===== src/hw/rtl/tle_pkg.sv =====
// Shared types and constants for the terminal line editor.
// No dependencies; every other file of the block imports this package.
package tle_pkg;

    localparam int LINE_DEPTH_DEF = 128;

    localparam logic [7:0] CH_CR    = 8'h0d;
    localparam logic [7:0] CH_BS    = 8'h08;
    localparam logic [7:0] CH_ESC   = 8'h1b;
    localparam logic [7:0] CH_SPACE = 8'h20;

    localparam logic [1:0] KIND_ECHO = 2'd0;
    localparam logic [1:0] KIND_DONE = 2'd1;
    localparam logic [1:0] KIND_READ = 2'd2;

    localparam logic CMD_RX   = 1'b0;
    localparam logic CMD_READ = 1'b1;

    localparam logic REG_MAX_LEN     = 1'b0;
    localparam logic REG_DROP_SPACES = 1'b1;

    localparam logic [6:0] MAX_LEN_RST     = 7'd79;
    localparam logic       DROP_SPACES_RST = 1'b1;

    typedef struct packed {
        logic       command;
        logic [7:0] rx_byte;
        logic [6:0] read_index;
    } t_in;

    typedef struct packed {
        logic [1:0] kind;
        logic [7:0] data;
        logic [6:0] line_length;
        logic       last;
    } t_out;

    typedef enum logic [1:0] {
        JOB_ECHO,
        JOB_DONE,
        JOB_READ,
        JOB_BS
    } t_job_kind;

    typedef struct packed {
        t_job_kind  kind;
        logic [7:0] data;
        logic [6:0] length;
    } t_job;

endpackage


===== src/hw/rtl/tle_edit.sv =====
// Line state, line memory and byte decode; produces at most one result job per item.
// Depends on tle_pkg.
module tle_edit
    import tle_pkg::*;
#(
    parameter int LINE_DEPTH = LINE_DEPTH_DEF
) (
    input  logic       i_clk,
    input  logic       i_rst_n,
    input  logic       i_valid,
    output logic       o_ready,
    input  t_in        i_item,
    input  logic [6:0] i_max_len,
    input  logic       i_drop_spaces,
    output logic       o_job_valid,
    output t_job       o_job,
    input  logic       i_job_ready
);

    localparam int MEM_DEPTH = (LINE_DEPTH < 128) ? LINE_DEPTH : 128;
    localparam int AW = $clog2(MEM_DEPTH);
    localparam logic [7:0]  MEM_DEPTH_W  = 8'(MEM_DEPTH);
    localparam logic [12:0] LINE_DEPTH_W = 13'(LINE_DEPTH);

    logic [7:0] r_mem [MEM_DEPTH];
    logic [7:0] r_rd_data;
    logic       r_rd_hit;
    logic [6:0] r_fill;
    logic [6:0] r_done;
    logic       r_job_valid;
    t_job       r_job;

    logic       accept;
    logic       is_rx;
    logic       do_store;
    logic       do_bs;
    logic       do_cr;
    logic       makes_job;
    logic       rd_hit;
    logic [6:0] n_fill;
    logic [6:0] n_done;
    t_job       n_job;

    assign o_ready = !r_job_valid || i_job_ready;
    assign accept  = i_valid && o_ready;
    assign is_rx   = (i_item.command == CMD_RX);

    always_comb begin
        do_cr    = is_rx && (i_item.rx_byte == CH_CR);
        do_bs    = is_rx && (i_item.rx_byte == CH_BS) && (r_fill != 7'd0);
        do_store = is_rx && (i_item.rx_byte != CH_CR) && (i_item.rx_byte != CH_BS)
                   && (i_item.rx_byte != CH_ESC)
                   && !((i_item.rx_byte == CH_SPACE) && i_drop_spaces)
                   && (r_fill < i_max_len) && ({1'b0, r_fill} < MEM_DEPTH_W);
        makes_job = !is_rx || do_cr || do_bs || do_store;
        rd_hit = (i_item.read_index < r_done)
                 && ({6'd0, i_item.read_index} < LINE_DEPTH_W);

        n_fill = r_fill;
        n_done = r_done;
        if (do_cr) begin
            n_fill = 7'd0;
            n_done = r_fill;
        end else if (do_bs) begin
            n_fill = r_fill - 7'd1;
        end else if (do_store) begin
            n_fill = r_fill + 7'd1;
        end

        n_job.data   = i_item.rx_byte;
        n_job.length = r_fill;
        if (!is_rx) begin
            n_job.kind = JOB_READ;
        end else if (do_cr) begin
            n_job.kind = JOB_DONE;
        end else if (do_bs) begin
            n_job.kind = JOB_BS;
        end else begin
            n_job.kind = JOB_ECHO;
        end
    end

    always_ff @(posedge i_clk) begin
        if (!i_rst_n) begin
            r_fill      <= 7'd0;
            r_done      <= 7'd0;
            r_job_valid <= 1'b0;
        end else begin
            if (accept) begin
                r_fill <= n_fill;
                r_done <= n_done;
            end
            if (accept) begin
                r_job_valid <= makes_job;
            end else if (i_job_ready) begin
                r_job_valid <= 1'b0;
            end
        end
    end

    always_ff @(posedge i_clk) begin
        if (accept) begin
            r_job     <= n_job;
            r_rd_hit  <= rd_hit;
            r_rd_data <= r_mem[i_item.read_index[AW-1:0]];
        end
        if (accept && do_store) begin
            r_mem[r_fill[AW-1:0]] <= i_item.rx_byte;
        end
    end

    always_comb begin
        o_job = r_job;
        if (r_job.kind == JOB_READ) begin
            o_job.data = r_rd_hit ? r_rd_data : 8'd0;
        end
    end

    assign o_job_valid = r_job_valid;

    a_fill_bound: assert property (@(posedge i_clk) disable iff (!i_rst_n)
        {1'b0, r_fill} <= MEM_DEPTH_W)
        else $error("fill count beyond line memory");

    a_done_bound: assert property (@(posedge i_clk) disable iff (!i_rst_n)
        {1'b0, r_done} <= MEM_DEPTH_W)
        else $error("completed length beyond line memory");

    a_cr_clears: assert property (@(posedge i_clk) disable iff (!i_rst_n)
        accept && do_cr |=> r_fill == 7'd0 && r_done == $past(r_fill))
        else $error("carriage return did not close the line");

    a_job_held: assert property (@(posedge i_clk) disable iff (!i_rst_n)
        r_job_valid && !i_job_ready |=> r_job_valid && $stable(r_job))
        else $error("pending job lost");

endmodule


===== src/hw/rtl/tle_emit.sv =====
// Result sequencer: turns each job into one or three result beats held in
// an output register. Depends on tle_pkg.
module tle_emit
    import tle_pkg::*;
(
    input  logic i_clk,
    input  logic i_rst_n,
    input  logic i_job_valid,
    input  t_job i_job,
    output logic o_job_ready,
    output logic o_valid,
    input  logic i_ready,
    output t_out o_item
);

    logic       r_valid;
    t_out       r_item;
    logic [1:0] r_beat;

    logic load;
    logic job_end;
    t_out n_item;

    assign load = i_job_valid && (!r_valid || i_ready);

    always_comb begin
        n_item.kind        = KIND_ECHO;
        n_item.data        = i_job.data;
        n_item.line_length = 7'd0;
        n_item.last        = 1'b1;
        job_end            = 1'b1;
        case (i_job.kind)
            JOB_ECHO: begin
            end
            JOB_DONE: begin
                n_item.kind        = KIND_DONE;
                n_item.data        = 8'd0;
                n_item.line_length = i_job.length;
            end
            JOB_READ: begin
                n_item.kind = KIND_READ;
            end
            JOB_BS: begin
                n_item.data = (r_beat == 2'd1) ? CH_SPACE : CH_BS;
                n_item.last = (r_beat == 2'd2);
                job_end     = (r_beat == 2'd2);
            end
            default: begin
            end
        endcase
    end

    assign o_job_ready = load && job_end;

    always_ff @(posedge i_clk) begin
        if (!i_rst_n) begin
            r_valid <= 1'b0;
            r_beat  <= 2'd0;
        end else begin
            if (load) begin
                r_valid <= 1'b1;
                r_beat  <= job_end ? 2'd0 : r_beat + 2'd1;
            end else if (i_ready) begin
                r_valid <= 1'b0;
            end
        end
    end

    always_ff @(posedge i_clk) begin
        if (load) begin
            r_item <= n_item;
        end
    end

    assign o_valid = r_valid;
    assign o_item  = r_item;

    a_beat_range: assert property (@(posedge i_clk) disable iff (!i_rst_n)
        r_beat != 2'd3)
        else $error("beat counter out of range");

    a_beat_bs: assert property (@(posedge i_clk) disable iff (!i_rst_n)
        r_beat != 2'd0 |-> i_job_valid && i_job.kind == JOB_BS)
        else $error("partial backspace echo without backspace job");

    a_last_ends_job: assert property (@(posedge i_clk) disable iff (!i_rst_n)
        load |-> n_item.last == job_end)
        else $error("last flag does not match end of job");

endmodule


===== src/hw/rtl/terminal_line_editor.sv =====
// Terminal line editor top level: configuration registers, edit stage, result stage.
// A result is registered in the edit stage's job register and then in the output register
// of the result stage. Throughput: one item per cycle unless the result stage stalls; a
// backspace echo occupies the result stage for its backspace, space and backspace beats.
// Reset (synchronous, active low) empties the line and restores max_len 79, drop_spaces 1.
// The line memory is not cleared; only written positions can be read back.
module terminal_line_editor
    import tle_pkg::*;
#(
    parameter int LINE_DEPTH = LINE_DEPTH_DEF
) (
    input  logic        i_clk,
    input  logic        i_rst_n,
    input  logic        i_valid,
    output logic        o_ready,
    input  t_in         i_item,
    output logic        o_valid,
    input  logic        i_ready,
    output t_out        o_item,
    input  logic        psel,
    input  logic        penable,
    input  logic        pwrite,
    input  logic [2:0]  paddr,
    input  logic [31:0] pwdata,
    output logic [31:0] prdata,
    output logic        pready
);

    logic [6:0] r_max_len;
    logic       r_drop_spaces;
    logic       cfg_wr;
    logic       job_valid;
    logic       job_ready;
    t_job       job;

    assign pready = 1'b1;
    assign cfg_wr = psel && penable && pwrite;

    always_ff @(posedge i_clk) begin
        if (!i_rst_n) begin
            r_max_len     <= MAX_LEN_RST;
            r_drop_spaces <= DROP_SPACES_RST;
        end else if (cfg_wr) begin
            case (paddr[2])
                REG_MAX_LEN:     r_max_len     <= pwdata[6:0];
                REG_DROP_SPACES: r_drop_spaces <= pwdata[0];
                default: begin
                end
            endcase
        end
    end

    always_comb begin
        case (paddr[2])
            REG_MAX_LEN:     prdata = {25'd0, r_max_len};
            REG_DROP_SPACES: prdata = {31'd0, r_drop_spaces};
            default:         prdata = 32'd0;
        endcase
    end

    tle_edit #(
        .LINE_DEPTH(LINE_DEPTH)
    ) u_edit (
        .i_clk         (i_clk),
        .i_rst_n       (i_rst_n),
        .i_valid       (i_valid),
        .o_ready       (o_ready),
        .i_item        (i_item),
        .i_max_len     (r_max_len),
        .i_drop_spaces (r_drop_spaces),
        .o_job_valid   (job_valid),
        .o_job         (job),
        .i_job_ready   (job_ready)
    );

    tle_emit u_emit (
        .i_clk       (i_clk),
        .i_rst_n     (i_rst_n),
        .i_job_valid (job_valid),
        .i_job       (job),
        .o_job_ready (job_ready),
        .o_valid     (o_valid),
        .i_ready     (i_ready),
        .o_item      (o_item)
    );

endmodule

===== config.mk =====
export PLATFORM = sky130hd
export DESIGN_NAME = terminal_line_editor
export DESIGN_NICKNAME = d
export VERILOG_FILES = /design/src/hw/rtl/tle_pkg.sv /design/src/hw/rtl/tle_edit.sv /design/src/hw/rtl/tle_emit.sv /design/src/hw/rtl/terminal_line_editor.sv
export SDC_FILE = /design/constraint.sdc
export NUM_CORES = 1
export LEC_CHECK = 0
export BUFFER_PORTS_ARGS = -buffer_cell sky130_fd_sc_hd__buf_4
export CORE_ASPECT_RATIO = 0.5
export CORE_UTILIZATION = 62
export CTS_BUF_LIST = sky130_fd_sc_hd__clkbuf_16
export CTS_CLUSTER_SIZE = 12
export DETAILED_ROUTE_END_ITERATION = 10
export PLACE_DENSITY = 0.79
export SYNTH_ARGS = -nofsm -noshare
export SYNTH_HDL_FRONTEND = slang
export SYNTH_SLANG_ARGS = --single-unit

===== constraint.sdc =====
create_clock -name i_clk -period 3.6 [get_ports i_clk]
set_input_delay 0.54 -clock i_clk [delete_from_list [all_inputs] [get_ports i_clk]]
set_output_delay 0.54 -clock i_clk [all_outputs]
set_load 0.05 [all_outputs]

==> out/results.tsv, run 1 <==
metric	value	unit
outcome	complete, no violations	
critical_path.top_delay_family	simple AND/OR/NAND/NOR gates	
dr.pass1.iters	8	
tns	0	ns
period_share	0.952	
routed-via-count	22097	
nets	2350	
post-cts-setup-buffers	0	
drive_gt1_frac	0.257	
hpwl	60400	µm
grt_use_total	0.288	
synthTopCellsByCount	edfxtp_1 (1,068), mux4_2 (256), nor2_1 (147)	
ctsHtreeMaxLevel	3	
grt_pass1_wl	146000	µm
cts_buffer_depth	3	
avgRoutedWirePerCell	31.1	µm
fp.dieH	189	µm
die_x	376	µm
cts_root_buf	clkbuf_16	
relSlewSlack	0.200	
cts_buffers	101	
cts_hold_buf	0	
cellLeakagePower	0.0154	µW
vdd_ir_drop_max	0.000408	V
crit_fanout	16	
synth_area_leaders	edfxtp_1 (74%), mux4_2 (13%), mux2i_1 (2.2%)	
die_area	71100	µm²
powerDensity	515	nW/µm²
finalSetupViolations	0	
synth_seq_cells	1094	
start_util	0.628	
n_fill_cell	3974	
core	69100	µm²
wirelength	100000	µm
portBuffers	57	
synth_enable_flop_cells	1068	
yosysMostFrequentCell	edfxtp_1	
drtIter0Drc	3396	
final_util	0.694	
ant_nets	0	
slew_viol_final	0	
worst_hold_slack	0.115	ns
postCtsResizedCells	0	
worstSetupStartpointType	register	
path_buf_inv	2	
max-cap-violations	0	
cp-end-kind	register	
synthDistinctLibCells	63	
fin_crit	3.43	ns
ff_latch_area	32600	µm²
synth_area_leader_cell	edfxtp_1	
antenna_found_initial	11	
crit_top_cell	nor2_1	
reg2reg_depth	10	
fin_skew	0.0209	ns
worstSetupPathType	register to register	
rows	68	
clock_latency	0.66	ns
hold_depth	3	
crit_chain	inv_1 -> ha_1 -> a211oi_1 -> o21ai_0 -> nor2_1 -> o221ai_1 -> nor3_4 -> nand3_2 -> buf_4 -> nor2_1	
gp_congestion	0.968	
clkTransAtPathRegs	0.06	ns
hp-class	input pin to register	
drc	0	
areaGrowthSynthToFinish	10.5	%
rsz0062_at_grt	no	
grt_max_degree	108	
yosysSeqAreaShare	0.751	
via_per_inst	6.84	
crit_slowest_cell	nor2_1	
worst_pin_slew	1.20	ns
io-pin-count	111	
grt_pass1_vias	21882	
cp.required	3.88	ns
critical_path_depth	10	
cts.sinks	1094	
synth_warnings	0	
ys.flop_type	edfxtp_1	
netlist.area_leader.share	0.739	
synth_area_per_cell	20.6	µm²
async_flop_share	0	
syn_area	43400	µm²
hold_viol	0	
multiInputGateArea	9950	µm²
critPathArrivalTime	3.70	ns
critPathMaxStageDelay	0.76	ns
netlist_instances	2105	
fmaxAchievable	0.292	GHz
grt_overflow	0	
cts_tree	yes	
routing by layer:
metal,GRT usage,up-vias,wire length [µm]
li1,-,8905,-
met1,0.409,11343,36700
met2,0.447,1599,47200
met3,0.0716,248,12900
met4,0.0954,2,3590
met5,0,-,7
path summary, 6_finish.rpt:
kind / startpoint / endpoint / slack, ns
setup / recovery: r_max_len[6] / u_edit.r_mem[118][6] / 0.17
hold / removal: pwdata[3] / r_max_len[3] / 0.12
setup reg to reg: r_max_len[6] / u_edit.r_mem[118][6] / 0.17
hold reg to reg: r_max_len[4] / r_max_len[4] / 0.46
layout by cell type (no fill, tap or decap), types with 19 or more instances in the layout:
cell type  instances
edfxtp_1        1068
mux4_2           256
buf_4            159
nor2_1           146
clkbuf_16        103
mux2i_1           95
a221oi_1          48
nand2_1           43
inv_1             30
a21oi_1           28
conb_1            26
dfxtp_1           26
nand3_1           25
nor2b_1           21
ha_1              19
registers in the layout, summed over array words and instances, names as in the netlist:
name and cells:
u_edit.r_done 7, u_edit.r_rd_hit 1, u_edit.o_job_valid 1, u_edit.r_rd_data 8, u_emit.o_valid 1, u_edit.o_job 9, u_edit.r_job 8, u_edit.r_fill 7
r_drop_spaces 1, u_edit.r_mem 1024, u_emit.r_beat 2, r_max_len 7, u_emit.o_item 18
per-stage QoR:
stage	total power [µW]	area [µm²]	worst slack, ns	instances
after CTS	24700	48000	0.250	3229
final	24700	48000	0.173	3232
after detailed placement	15700	45300	0.209	3114
after global placement	15600	45300	0.263	3114
after global routing	25200	48000	0.0431	3231
after floorplan	15100	43500	0.177	2129
worst reg2reg max path, stage by stage, from the launching register on:
cell      delay, ns
dfxtp_1        0.30
inv_1          0.06
ha_1           0.32
a211oi_1       0.23
o21ai_0        0.15
nor2_1         0.17
o221ai_1       0.33
nor3_4         0.36
nand3_2        0.10
buf_4          0.27
nor2_1         0.78
power by group:
part | switching [µW] | internal [µW] | total (µW)
Sequential | 31.0 | 14000 | 14100
Clock | 4260 | 5020 | 9280
Combinational | 882 | 480 | 1360
Total | 5170 | 19500 | 24700
logic make-up after synthesis:
logic type,share of synthesized area
flops,0.751
xor+xnor,0.00121
mux,0.159
compound gates,0.0251
fa+ha+maj,0.00594
other cells,0.000173
simple gates,0.0349
buf+inv,0.0228
area by class of cell:
cell class,instances,share of cell area
well taps,945,0.0246
flip-flops and latches,1094,0.679
multi-input cells,876,0.207
clock buffers,103,0.0537
diodes,3,0.000156
clock inverters,12,0.00112
inverters,22,0.00172
repair buffers,177,0.0320
Power figures use the tool's default switching activity.
==> run 2: changes to the inputs <==
Settings changed: CELL_PAD_IN_SITES_DETAIL_PLACEMENT set to 2, CELL_PAD_IN_SITES_GLOBAL_PLACEMENT set to 2, CORE_UTILIZATION 62 to 49, GPL_ROUTABILITY_DRIVEN set to 1, PLACE_DENSITY 0.79 to not set, PLACE_DENSITY_LB_ADDON set to 0.1.
==> run 2 against run 1 <==
Clock skew is 0.029 ns higher. Die area rose by 26%. Largest cell class unchanged. Fmax decreased by 4.0%. Highest routed layer is now met4. Combinational power grew 14%. Register-to-register slack lost 0.14 ns. Design area is 1.1% higher.
==> out/results.tsv, run 2 (synthesis gave the netlist of run 1 again) <==
metric	value	unit	change
rows	76		+12%
routed-via-count	23434		+6.1%
gp_congestion	0.826		-15%
cts_buffers	102		+0.99%
grt_overflow	0		unchanged
critPathArrivalTime	3.91	ns	+0.21 ns
die_area	89900	µm²	+26%
die_x	423	µm	+12%
rsz0062_at_grt	yes		
fin_skew	0.0497	ns	+0.0288 ns
drc	0		unchanged
powerDensity	531	nW/µm²	+3.2%
n_fill_cell	7204		+81%
slew_viol_final	0		unchanged
final_common_cell	edfxtp_1		
finalNonFillerCells	3472		+7.4%
worstSetupStartpointType	register		
grt_pass1_wl	205000	µm	+41%
fmaxAchievable	0.280	GHz	-4.0%
final_util	0.558		-0.136
hpwl	90400	µm	+50%
worst_pin_slew	1.33	ns	+0.128 ns
start_util	0.500		-0.129
avgRoutedWirePerCell	42.5	µm	+37%
fin_area	48500	µm²	+1.1%
io-pin-count	111		unchanged
ctsHtreeMaxLevel	3		unchanged
grt_max_degree	130		+20%
hp-class	input pin to register		
drive_gt1_frac	0.275		+0.0176
largest_reg_flops	1024		unchanged
final_cell_mix	edfxtp_1 (1,068), mux4_2 (256), buf_4 (148), clkbuf_16 (106), nor2_1 (101)		
cp-end-kind	register		
core	86900	µm²	+26%
grt_pass1_vias	24865		+14%
max-cap-violations	0		unchanged
cts_root_buf	clkbuf_16		
areaGrowthSynthToFinish	11.7	%	
outcome	complete, no violations		
antenna_found_initial	8		-3
portBuffers	57		unchanged
post-cts-setup-buffers	0		unchanged
ant_nets	0		unchanged
drtIter0Drc	2960		-13%
fin_crit	3.57	ns	+0.142 ns
cts_tree	yes		
nets	2341		-0.38%
place_area	45600	µm²	+0.50%
cp.required	3.94	ns	+0.06 ns
cellLeakagePower	0.0155	µW	+0.63%
clock_latency	0.73	ns	+0.07 ns
relSlewSlack	0.107		-0.0932
dr.pass1.iters	5		-3
cts_buffer_depth	3		unchanged
period_share	0.991		+0.0396
vdd_ir_drop_max	0.000346	V	-15%
wirelength	147000	µm	+47%
place_inst	3329		+6.9%
grt_use_total	0.335		+0.0465
via_per_inst	6.75		-1.3%
worstSetupPathType	register to register		
clkTransAtPathRegs	0.07	ns	about the same
finalSetupViolations	0		unchanged
cts.sinks	1094		unchanged
crit_fanout	16		unchanged
fp.dieH	212	µm	+12%
hold_viol	0		unchanged
==> run 2: changes by cell type in the layout (fill, tap and decap cells not counted), sizes merged <==
cell      before  now
clkinvlp       1    0
buf          177  167
clkinv         1    4
diode          3    4
clkbuf       103  106
inv           32   51
==> run 2: area by class of cell <==
cell class,count,area [µm²],area share
antenna,4,10.0,0.000206
clock buffer,106,2650,0.0547
clock inverter,33,151,0.00312
inverter,22,82.6,0.00170
multi-input combinational,876,10100,0.208
sequential,1094,32600,0.672
tap,1170,1460,0.0302
timing repair buffer,167,1470,0.0304
==> run 2: through the flow <==
stage	setup TNS, ns	hold WS [ns]	total power (µW)	worst slack [ns]
final	0	0.0650	25800	0.0309
after global routing	-2.54	0.0652	26200	-0.0802
after CTS	-0.00328	0.0155	25900	-0.00328
after detailed placement	-0.787	0.467	15800	-0.0968
after global placement	0	0.453	15700	0.213
after floorplan	0	0.429	15100	0.177
==> run 2: worst paths after layout <==
check          startpoint              endpoint  slack (ns)  depth (start not counted)
max          r_max_len[6]  u_edit.r_mem[108][2]        0.03                         10
min             pwdata[2]          r_max_len[2]        0.06                          3
min reg2reg  r_max_len[4]          r_max_len[4]        0.49                          2
max reg2reg  r_max_len[6]  u_edit.r_mem[108][2]        0.03                         10
==> run 2: worst max-delay path: stages, from the launching register on <==
cell	delay, ns
dfxtp_1	0.31
inv_1	0.10
ha_1	0.35
a211oi_1	0.24
o21ai_0	0.15
nor2_1	0.16
o221ai_1	0.28
nor3_4	0.34
nand3b_2	0.12
buf_4	0.26
nor2_1	0.85
==> run 2: repair_timing <==
| item | in CTS | in global routing |
|---|---|---|
| resized for setup | 11 | 39 |
| hold buffers | 0 | 0 |
| endpoints found under the setup margin | 67 | 423 |
==> run 2: routing by layer <==
metal / GRT usage / part of all wire
met1: 0.441 / 0.39
met2: 0.543 / 0.48
met3: 0.0830 / 0.092
met4: 0.128 / 0.040
met5: 0 / 0
==> run 2: power by group <==
part,switching [µW],internal (µW)
logic,1060,489
clock network,4970,5210
registers,28.2,14000
